==> src/hdl/itw_pkg.sv <==
`timescale 1ns / 1ps
// ============================================================================
// itw_pkg: shared types and constants for the integer to word tokens unit
// Field widths, token codes and the record passed from the converter to the
// token sequencer.
// ============================================================================
package itw_pkg;

   localparam int unsigned VALUE_W = 31;   // width of the input value
   localparam int unsigned DIGITS  = 10;   // decimal digits of a 31-bit value
   localparam int unsigned CODE_W  = 5;    // width of a word token
   localparam int unsigned SHIFT_W = 5;    // counts the converter's shift steps

   localparam logic [CODE_W-1:0] CODE_ZERO     = 5'd0;
   localparam logic [CODE_W-1:0] CODE_TEN      = 5'd10;
   localparam logic [CODE_W-1:0] CODE_TENS_OFS = 5'd18;  // tens digit t maps to 18 + t
   localparam logic [CODE_W-1:0] CODE_HUNDRED  = 5'd28;
   localparam logic [CODE_W-1:0] CODE_THOUSAND = 5'd29;
   localparam logic [CODE_W-1:0] CODE_MILLION  = 5'd30;
   localparam logic [CODE_W-1:0] CODE_BILLION  = 5'd31;

   typedef logic [DIGITS-1:0][3:0] digits_type;

   typedef struct packed {
      logic       done;     // one-cycle pulse, digits are valid
      digits_type digits;   // digit 0 is the least significant
   } bcd_result_type;

endpackage

==> src/hdl/itw_if.sv <==
`timescale 1ns / 1ps
// ============================================================================
// itw_if: channel interfaces of the integer to word tokens unit
// One interface carries input items, the other carries word tokens.
// ============================================================================
interface itw_req_if;
   logic                          valid;
   logic                          ready;
   logic [itw_pkg::VALUE_W-1:0]   value;

   modport source (output valid, output value, input ready);
   modport sink   (input valid, input value, output ready);
endinterface

interface itw_rsp_if;
   logic                          valid;
   logic                          ready;
   logic [itw_pkg::CODE_W-1:0]    word_code;
   logic                          last_word;

   modport source (output valid, output word_code, output last_word, input ready);
   modport sink   (input valid, input word_code, input last_word, output ready);
endinterface

==> src/hdl/itw_bcd.sv <==
`timescale 1ns / 1ps
// ============================================================================
// itw_bcd: iterative binary to decimal converter
// One shift-and-add-three step per cycle over the 31 bits of the value.
// ============================================================================
module itw_bcd (
   input  logic                          clock,
   input  logic                          reset,
   input  logic                          start,
   input  logic [itw_pkg::VALUE_W-1:0]   value,
   output logic                          busy,
   output itw_pkg::bcd_result_type       result
);

   localparam logic [itw_pkg::SHIFT_W-1:0] LAST_STEP = itw_pkg::SHIFT_W'(itw_pkg::VALUE_W - 1);

   logic                               busy_ff, busy_in;
   logic                               done_ff, done_in;
   logic [itw_pkg::SHIFT_W-1:0]        cnt_ff, cnt_in;
   logic [itw_pkg::VALUE_W-1:0]        bin_ff, bin_in;
   itw_pkg::digits_type                bcd_ff, bcd_in;
   itw_pkg::digits_type                adj;

   // Add three to every digit of five or more, then shift one bit in.
   always_comb begin
      for (int i = 0; i < itw_pkg::DIGITS; i++) begin
         adj[i] = (bcd_ff[i] >= 4'd5) ? bcd_ff[i] + 4'd3 : bcd_ff[i];
      end
   end

   always_comb begin
      busy_in = busy_ff;
      done_in = 1'b0;
      cnt_in  = cnt_ff;
      bin_in  = bin_ff;
      bcd_in  = bcd_ff;
      if (start && !busy_ff) begin
         busy_in = 1'b1;
         cnt_in  = '0;
         bin_in  = value;
         bcd_in  = '0;
      end else if (busy_ff) begin
         // The top bit shifted out is always zero: the leading digit of a
         // 31-bit value never exceeds two.
         bcd_in = {adj[itw_pkg::DIGITS-1][2:0], adj[itw_pkg::DIGITS-2:0],
                   bin_ff[itw_pkg::VALUE_W-1]};
         bin_in = {bin_ff[itw_pkg::VALUE_W-2:0], 1'b0};
         cnt_in = cnt_ff + 1'b1;
         if (cnt_ff == LAST_STEP) begin
            busy_in = 1'b0;
            done_in = 1'b1;
         end
      end
   end

   always_ff @(posedge clock) begin
      if (reset) begin
         busy_ff <= 1'b0;
         done_ff <= 1'b0;
      end else begin
         busy_ff <= busy_in;
         done_ff <= done_in;
      end
      cnt_ff <= cnt_in;
      bin_ff <= bin_in;
      bcd_ff <= bcd_in;
   end

   assign busy          = busy_ff;
   assign result.done   = done_ff;
   assign result.digits = bcd_ff;

endmodule

==> src/hdl/itw_seq.sv <==
`timescale 1ns / 1ps
// ============================================================================
// itw_seq: word token sequencer
// Walks the four digit groups and five token slots per group, holding one
// token back so that the final token can be flagged.
// ============================================================================
module itw_seq (
   input  logic                       clock,
   input  logic                       reset,
   input  itw_pkg::bcd_result_type    bcd,
   output logic                       idle,
   itw_rsp_if.source                  rsp_ch
);

   localparam logic [1:0] ST_IDLE  = 2'd0;
   localparam logic [1:0] ST_RUN   = 2'd1;
   localparam logic [1:0] ST_FLUSH = 2'd2;

   localparam logic [2:0] SLOT_HUN_DIGIT = 3'd0;
   localparam logic [2:0] SLOT_HUNDRED   = 3'd1;
   localparam logic [2:0] SLOT_REM       = 3'd2;
   localparam logic [2:0] SLOT_UNITS     = 3'd3;
   localparam logic [2:0] SLOT_SCALE     = 3'd4;

   localparam logic [1:0] GRP_BILLION  = 2'd0;
   localparam logic [1:0] GRP_MILLION  = 2'd1;
   localparam logic [1:0] GRP_THOUSAND = 2'd2;
   localparam logic [1:0] GRP_UNITS    = 2'd3;

   logic [1:0]                   state_ff, state_in;
   logic [1:0]                   grp_ff, grp_in;
   logic [2:0]                   slot_ff, slot_in;
   itw_pkg::digits_type          dig_ff, dig_in;
   logic                         pend_valid_ff, pend_valid_in;
   logic [itw_pkg::CODE_W-1:0]   pend_code_ff, pend_code_in;
   logic                         out_valid_ff, out_valid_in;
   logic [itw_pkg::CODE_W-1:0]   out_code_ff, out_code_in;
   logic                         out_last_ff, out_last_in;

   logic [3:0]                   hun, ten, one;
   logic                         grp_nz;
   logic                         tok_en;
   logic [itw_pkg::CODE_W-1:0]   tok_code;
   logic                         advance;

   // Digits of the current group; the billion group has only its ones digit.
   always_comb begin
      case (grp_ff)
         GRP_BILLION: begin
            hun = 4'd0;       ten = 4'd0;       one = dig_ff[9];
         end
         GRP_MILLION: begin
            hun = dig_ff[8];  ten = dig_ff[7];  one = dig_ff[6];
         end
         GRP_THOUSAND: begin
            hun = dig_ff[5];  ten = dig_ff[4];  one = dig_ff[3];
         end
         default: begin
            hun = dig_ff[2];  ten = dig_ff[1];  one = dig_ff[0];
         end
      endcase
   end

   assign grp_nz = (hun != 4'd0) || (ten != 4'd0) || (one != 4'd0);

   // Token of the current slot, if the slot produces one.
   always_comb begin
      tok_en   = 1'b0;
      tok_code = itw_pkg::CODE_ZERO;
      case (slot_ff)
         SLOT_HUN_DIGIT: begin
            tok_en   = (hun != 4'd0);
            tok_code = {1'b0, hun};
         end
         SLOT_HUNDRED: begin
            tok_en   = (hun != 4'd0);
            tok_code = itw_pkg::CODE_HUNDRED;
         end
         SLOT_REM: begin
            if (ten < 4'd2) begin
               tok_en   = (ten != 4'd0) || (one != 4'd0);
               tok_code = ten[0] ? itw_pkg::CODE_TEN + {1'b0, one} : {1'b0, one};
            end else begin
               tok_en   = 1'b1;
               tok_code = itw_pkg::CODE_TENS_OFS + {1'b0, ten};
            end
         end
         SLOT_UNITS: begin
            tok_en   = (ten >= 4'd2) && (one != 4'd0);
            tok_code = {1'b0, one};
         end
         SLOT_SCALE: begin
            tok_en = grp_nz && (grp_ff != GRP_UNITS);
            case (grp_ff)
               GRP_BILLION:  tok_code = itw_pkg::CODE_BILLION;
               GRP_MILLION:  tok_code = itw_pkg::CODE_MILLION;
               default:      tok_code = itw_pkg::CODE_THOUSAND;
            endcase
         end
         default: begin
            tok_en   = 1'b0;
            tok_code = itw_pkg::CODE_ZERO;
         end
      endcase
   end

   assign advance = !out_valid_ff || rsp_ch.ready;

   always_comb begin
      state_in      = state_ff;
      grp_in        = grp_ff;
      slot_in       = slot_ff;
      dig_in        = dig_ff;
      pend_valid_in = pend_valid_ff;
      pend_code_in  = pend_code_ff;
      out_valid_in  = out_valid_ff && !rsp_ch.ready;
      out_code_in   = out_code_ff;
      out_last_in   = out_last_ff;
      case (state_ff)
         ST_IDLE: begin
            if (bcd.done) begin
               state_in      = ST_RUN;
               dig_in        = bcd.digits;
               grp_in        = GRP_BILLION;
               slot_in       = SLOT_HUN_DIGIT;
               pend_valid_in = 1'b0;
            end
         end
         ST_RUN: begin
            if (advance) begin
               if (tok_en) begin
                  if (pend_valid_ff) begin
                     out_valid_in = 1'b1;
                     out_code_in  = pend_code_ff;
                     out_last_in  = 1'b0;
                  end
                  pend_valid_in = 1'b1;
                  pend_code_in  = tok_code;
               end
               if (slot_ff == SLOT_SCALE) begin
                  slot_in = SLOT_HUN_DIGIT;
                  grp_in  = grp_ff + 1'b1;
                  if (grp_ff == GRP_UNITS) begin
                     state_in = ST_FLUSH;
                  end
               end else begin
                  slot_in = slot_ff + 1'b1;
               end
            end
         end
         ST_FLUSH: begin
            if (advance) begin
               // A value of zero leaves nothing pending and spells Zero.
               out_valid_in  = 1'b1;
               out_code_in   = pend_valid_ff ? pend_code_ff : itw_pkg::CODE_ZERO;
               out_last_in   = 1'b1;
               pend_valid_in = 1'b0;
               state_in      = ST_IDLE;
            end
         end
         default: begin
            state_in = ST_IDLE;
         end
      endcase
   end

   always_ff @(posedge clock) begin
      if (reset) begin
         state_ff      <= ST_IDLE;
         pend_valid_ff <= 1'b0;
         out_valid_ff  <= 1'b0;
      end else begin
         state_ff      <= state_in;
         pend_valid_ff <= pend_valid_in;
         out_valid_ff  <= out_valid_in;
      end
      grp_ff       <= grp_in;
      slot_ff      <= slot_in;
      dig_ff       <= dig_in;
      pend_code_ff <= pend_code_in;
      out_code_ff  <= out_code_in;
      out_last_ff  <= out_last_in;
   end

   assign idle             = (state_ff == ST_IDLE);
   assign rsp_ch.valid     = out_valid_ff;
   assign rsp_ch.word_code = out_code_ff;
   assign rsp_ch.last_word = out_last_ff;

endmodule

==> src/hdl/integer_to_word_tokens_unit.sv <==
`timescale 1ns / 1ps
// ============================================================================
// integer_to_word_tokens_unit: spells an integer as English word tokens
// Converts a 31-bit value to decimal and emits its word tokens, largest
// group first, with the final token flagged.
// ============================================================================
// The req_ch channel takes one item, a 31-bit unsigned value. The rsp_ch
// channel returns a run of one to sixteen items, each a 5-bit word code
// (Zero..Nineteen, Twenty..Ninety, Hundred, Thousand, Million, Billion) and a
// last_word flag that is set on the final item of the run.
//
// An accepted value first passes through a shift-and-add-three converter
// that takes one bit per cycle. A sequencer then visits the billion,
// million, thousand and units groups, five token slots each, one slot per
// cycle while the receiver does not stall it, and a final flush step
// releases the last token. Since one token is held back, the first token
// is offered only once a second one is found, or at the flush.
// req_ch.ready stays low while an item is converted, handed over or sequenced.
//
// A stalled receiver freezes the sequencer; tokens are never dropped. The
// last token may still wait in the output register while the next value is
// accepted. Synchronous reset empties the converter, sequencer and output
// register; there is no other state to clear.
// ============================================================================
module integer_to_word_tokens_unit (
   input  logic         clock,
   input  logic         reset,
   itw_req_if.sink      req_ch,
   itw_rsp_if.source    rsp_ch
);

   logic                        bcd_busy;
   logic                        seq_idle;
   logic                        start;
   itw_pkg::bcd_result_type     bcd_result;

   // Accept only when both the converter and the sequencer are free, and not
   // in the cycle where the converter hands its digits to the sequencer.
   assign req_ch.ready = !bcd_busy && !bcd_result.done && seq_idle;
   assign start        = req_ch.valid && req_ch.ready;

   itw_bcd u_bcd (
      .clock  (clock),
      .reset  (reset),
      .start  (start),
      .value  (req_ch.value),
      .busy   (bcd_busy),
      .result (bcd_result)
   );

   itw_seq u_seq (
      .clock  (clock),
      .reset  (reset),
      .bcd    (bcd_result),
      .idle   (seq_idle),
      .rsp_ch (rsp_ch)
   );

endmodule

==> src/flat_wrapper.sv <==
// flat-port wrapper written by rule: the top's interface ports become plain ports
module integer_to_word_tokens_unit_flat 
  (clock, reset, req_ch_valid, req_ch_value, req_ch_ready, rsp_ch_valid, rsp_ch_word_code, rsp_ch_last_word, rsp_ch_ready);
  itw_req_if req_ch_i ();
  itw_rsp_if rsp_ch_i ();
  input  logic clock;
  input  logic reset;
  input wire logic [$bits(req_ch_i.valid)-1:0] req_ch_valid;
  input wire logic [$bits(req_ch_i.value)-1:0] req_ch_value;
  output wire logic [$bits(req_ch_i.ready)-1:0] req_ch_ready;
  output wire logic [$bits(rsp_ch_i.valid)-1:0] rsp_ch_valid;
  output wire logic [$bits(rsp_ch_i.word_code)-1:0] rsp_ch_word_code;
  output wire logic [$bits(rsp_ch_i.last_word)-1:0] rsp_ch_last_word;
  input wire logic [$bits(rsp_ch_i.ready)-1:0] rsp_ch_ready;
  assign req_ch_i.valid = req_ch_valid;
  assign req_ch_i.value = req_ch_value;
  assign req_ch_ready = req_ch_i.ready;
  assign rsp_ch_valid = rsp_ch_i.valid;
  assign rsp_ch_word_code = rsp_ch_i.word_code;
  assign rsp_ch_last_word = rsp_ch_i.last_word;
  assign rsp_ch_i.ready = rsp_ch_ready;
  integer_to_word_tokens_unit u_core (.clock(clock), .reset(reset), .req_ch(req_ch_i), .rsp_ch(rsp_ch_i));
endmodule
==> config.mk <==
export PLATFORM = sky130hd
export DESIGN_NAME = integer_to_word_tokens_unit_flat
export DESIGN_NICKNAME = d
export VERILOG_FILES = /design/src/hdl/itw_pkg.sv /design/src/hdl/itw_if.sv /design/src/hdl/itw_bcd.sv /design/src/hdl/itw_seq.sv /design/src/hdl/integer_to_word_tokens_unit.sv /design/src/flat_wrapper.sv
export SDC_FILE = /design/constraint.sdc
export NUM_CORES = 1
export LEC_CHECK = 0
export BUFFER_PORTS_ARGS = -buffer_cell sky130_fd_sc_hd__buf_2
export CORE_MARGIN = 10
export CORE_UTILIZATION = 60
export CTS_CLUSTER_SIZE = 16
export DETAILED_ROUTE_END_ITERATION = 8
export PLACE_DENSITY = 0.8
export SLEW_MARGIN = 40
export SYNTH_ARGS = -nofsm -noshare
export SYNTH_HDL_FRONTEND = slang
export SYNTH_SLANG_ARGS = --single-unit
==> constraint.sdc <==
create_clock -name clock -period 4.4 [get_ports clock]
set_clock_uncertainty 0.2 [all_clocks]
set_input_delay 0.66 -clock clock [delete_from_list [all_inputs] [get_ports clock]]
set_output_delay 0.66 -clock clock [all_outputs]
set_load 0.02 [all_outputs]
==> flow_summary.yaml <==
floorplanning:
  start_util_pct: 61.7
  die_w_microns: 126
  ios: 43
  die_y_microns: 126
  fp-row-count: 38
  core_sq_um: 10900
  die_area_sq_um: 15800
critical_path:
  crit_arrival_ps: 3050
  rr_worst_depth: 8
  r2r_setup_slack_ps: 1320
  r2r-end: "u_core.u_seq.rsp_ch.word_code[1]"
  crit_path_end_kind: "flip-flop"
  worst_r2r_startpoint: "u_core.u_seq.grp_ff[1]"
  critPathMaxFanout: 14
  worstSetupPathType: "reg2reg"
  critPathLaunchType: "flip-flop"
  required_ps: 4370
sta:
  final_max_slew_viol_count: 0
  fin_crit_sh_pct: 70.0
  tightestPinTransition_ps: 801
  setup_viol: 0
  fin_tns_setup_ps: 0
  final_hold_viol_count: 0
  max_freq_ghz: 0.325
  rsz0062_at_grt: "false"
  relSlewSlack_pct: 46.6
  period_minus_slack_ps: 3080
clocking:
  path_clk_slew_ps: 60
  cts_max_path_buffers: 2
  cts_buffers: 17
  cts_setup_buffers: 0
  cts_resized: 0
  cts_tree: "yes"
  root_buffer: "clkbuf_8"
  clk_latency_ps: 530
  ctsHoldBuffers: 0
  htree_levels: 4
  clkSinkCount: 138
synth:
  synth_edf_count: 87
  synthCells: 664
  synth_top_area_cell: "edfxtp_1"
  synth_top_area_share_pct: 38.9
  async_flop_share_pct: 0
  ys_types: 57
  synth.area.top_cells: "edfxtp_1, dfxtp_1, nand2_1"
  synthFlopType: "edfxtp_1"
  synth-warning-count: 0
  ys_seq_area_share_pct: 54.1
  postSynthAreaPerCell_sq_um: 10.1
  synth.net_count: 736
  synth_area_sq_um: 6720
  synth_seq_cells: 138
final_layout:
  fillers: 783
  multi_input_area_sq_um: 2790
  final_cell_mix: "nand2_1, edfxtp_1, dfxtp_1, o21ai_0, buf_2"
  regArea_sq_um: 3630
  nets: 772
  fin_util_pct: 69.3
  layout_commonest_cell: "nand2_1"
  drive_gt1_share_pct: 13.7
  diodes: 0
  area_growth_pct: 12.3
routing:
  drc: 0
  viasPerCell: 5.69
  avgRoutedWirePerCell_microns: 16.2
  num_vias: 4851
  drtIter0Drc: 493
  drt_first_pass_iters: 5
  drt_wl_total_microns: 13800
  ant_nets: 0
placed_design:
  dp_hpwl_microns: 9160
  portBuffers: 42
  place_congestion: 0.923
min_path:
  hold_class: "in2reg"
  hold_depth: 2
  hold_start: "reset"
  min_to: "u_core.u_bcd.busy"
power_and_ir_drop:
  p_leak_nw: 2.92
  power_per_cell_area_nw_per_um2: 522
  ir_worst_vdd_mv: 0.463
  p_total_mw: 3.94
global_routing:
  grt_pass1_wl_microns: 23400
  grt_max_degree: 78
  antenna_found_initial: 0
  grt_pass1_vias: 4819
  overflow: 0
  track_usage_pct: 17.9
run:
  drv_cap: 0
run_status:
  status: "finished, final reports clean"
==> synth_stat cells (all sizes together), types with 5 or more instances <==
library cell,number
nand3,14
nor2,39
mux2i,14
and3,5
nand2b,13
nand2,155
dfxtp,51
nand4,5
buf,14
a21oi,31
edfxtp,87
inv,32
and2,9
clkbuf,15
ha,37
xor2,12
xnor2,13
o31ai,10
a22oi,6
o21ai,59
==> area by class of cell <==
class | instances | area share (%)
well taps | 140 | 2.32
clock buffers | 19 | 5.85
inverters | 32 | 1.59
repair buffers | 46 | 3.18
multi-input cells | 465 | 37.0
flip-flops and latches | 138 | 48.1
clock inverters | 13 | 1.91
==> registers in the layout (all words and copies together), names as in the netlist <==
signal and count:
u_core.u_seq.dig_ff 40, u_core.u_bcd.bin_ff 31, u_core.u_bcd.result 40, u_core.u_seq.slot_ff 3, u_core.u_bcd.done_ff 1, u_core.u_seq.rsp_ch.valid 1
u_core.u_seq.state_ff 2, u_core.u_bcd.busy 1, u_core.u_bcd.cnt_ff 5, u_core.u_seq.pend_valid_ff 1, u_core.u_seq.grp_ff 2, u_core.u_seq.rsp_ch.word_code 5
u_core.u_seq.pend_code_ff 5, u_core.u_seq.rsp_ch.last_word 1
==> cell families (layout without fill, tap and decap cells) <==
logic type / Yosys count / in the layout / share of synthesized area, %
XOR/XNOR: 25 / 25 / 3.26
buffers and inverters: 61 / 110 / 4.41
adder cells (fa/ha/maj): 37 / 37 / 6.89
multiplexers: 14 / 14 / 2.08
AO/OA/AOI/OAI: 132 / 132 / 12.5
AND/OR/NAND/NOR: 257 / 257 / 16.8
flip-flops: 138 / 138 / 54.1
==> report_power, final <==
part           switching [mW]  internal, mW
sequential             0.0792          1.60
combinational           0.581         0.296
clock                   0.549         0.840
==> per-layer routing <==
layer | up-vias | part of all wire (%) | routed length [microns] | GRT usage [%]
met3 | 28 | 5.6 | 765 | 5.12
met4 | 0 | 2.1 | 285 | 6.97
met2 | 159 | 50 | 6850 | 29.3
li1 | 2379 | - | - | -
met1 | 2285 | 43 | 5880 | 21.8
met5 | - | 0 | 0 | 0
==> per-stage QoR <==
step	worst slack (ps)	cells	hold slack (ps)	cell area (sq um)
floorplan	1590	664	231	6720
global placement	1560	821	244	6960
detailed placement	1370	821	243	6960
CTS	1330	853	139	7550
global route	1110	853	163	7550
finish	1320	853	165	7550
==> critical path, stage by stage, from the launching register on <==
cell and delay [ps]:
edfxtp_1 410, inv_1 100, ha_1 470, a222oi_1 240, and3_1 230, and4_4 200, o31ai_1 310, a21oi_2 90
o21ai_1 480
==> how the worst max path moves through the flow <==
stage                     slack [ps]                startpoint                               end
after floorplan                 1590  u_core.u_seq.state_ff[0]            u_core.u_bcd.bin_ff[0]
after global placement          1560    u_core.u_seq.grp_ff[1]  u_core.u_seq.rsp_ch.word_code[3]
after detailed placement        1370    u_core.u_seq.grp_ff[1]  u_core.u_seq.rsp_ch.word_code[0]
after CTS                       1330    u_core.u_seq.grp_ff[1]  u_core.u_seq.rsp_ch.word_code[0]
after global routing            1110    u_core.u_seq.grp_ff[1]  u_core.u_seq.rsp_ch.word_code[0]
final                           1320    u_core.u_seq.grp_ff[1]  u_core.u_seq.rsp_ch.word_code[1]
Power figures use the tool's default switching activity.
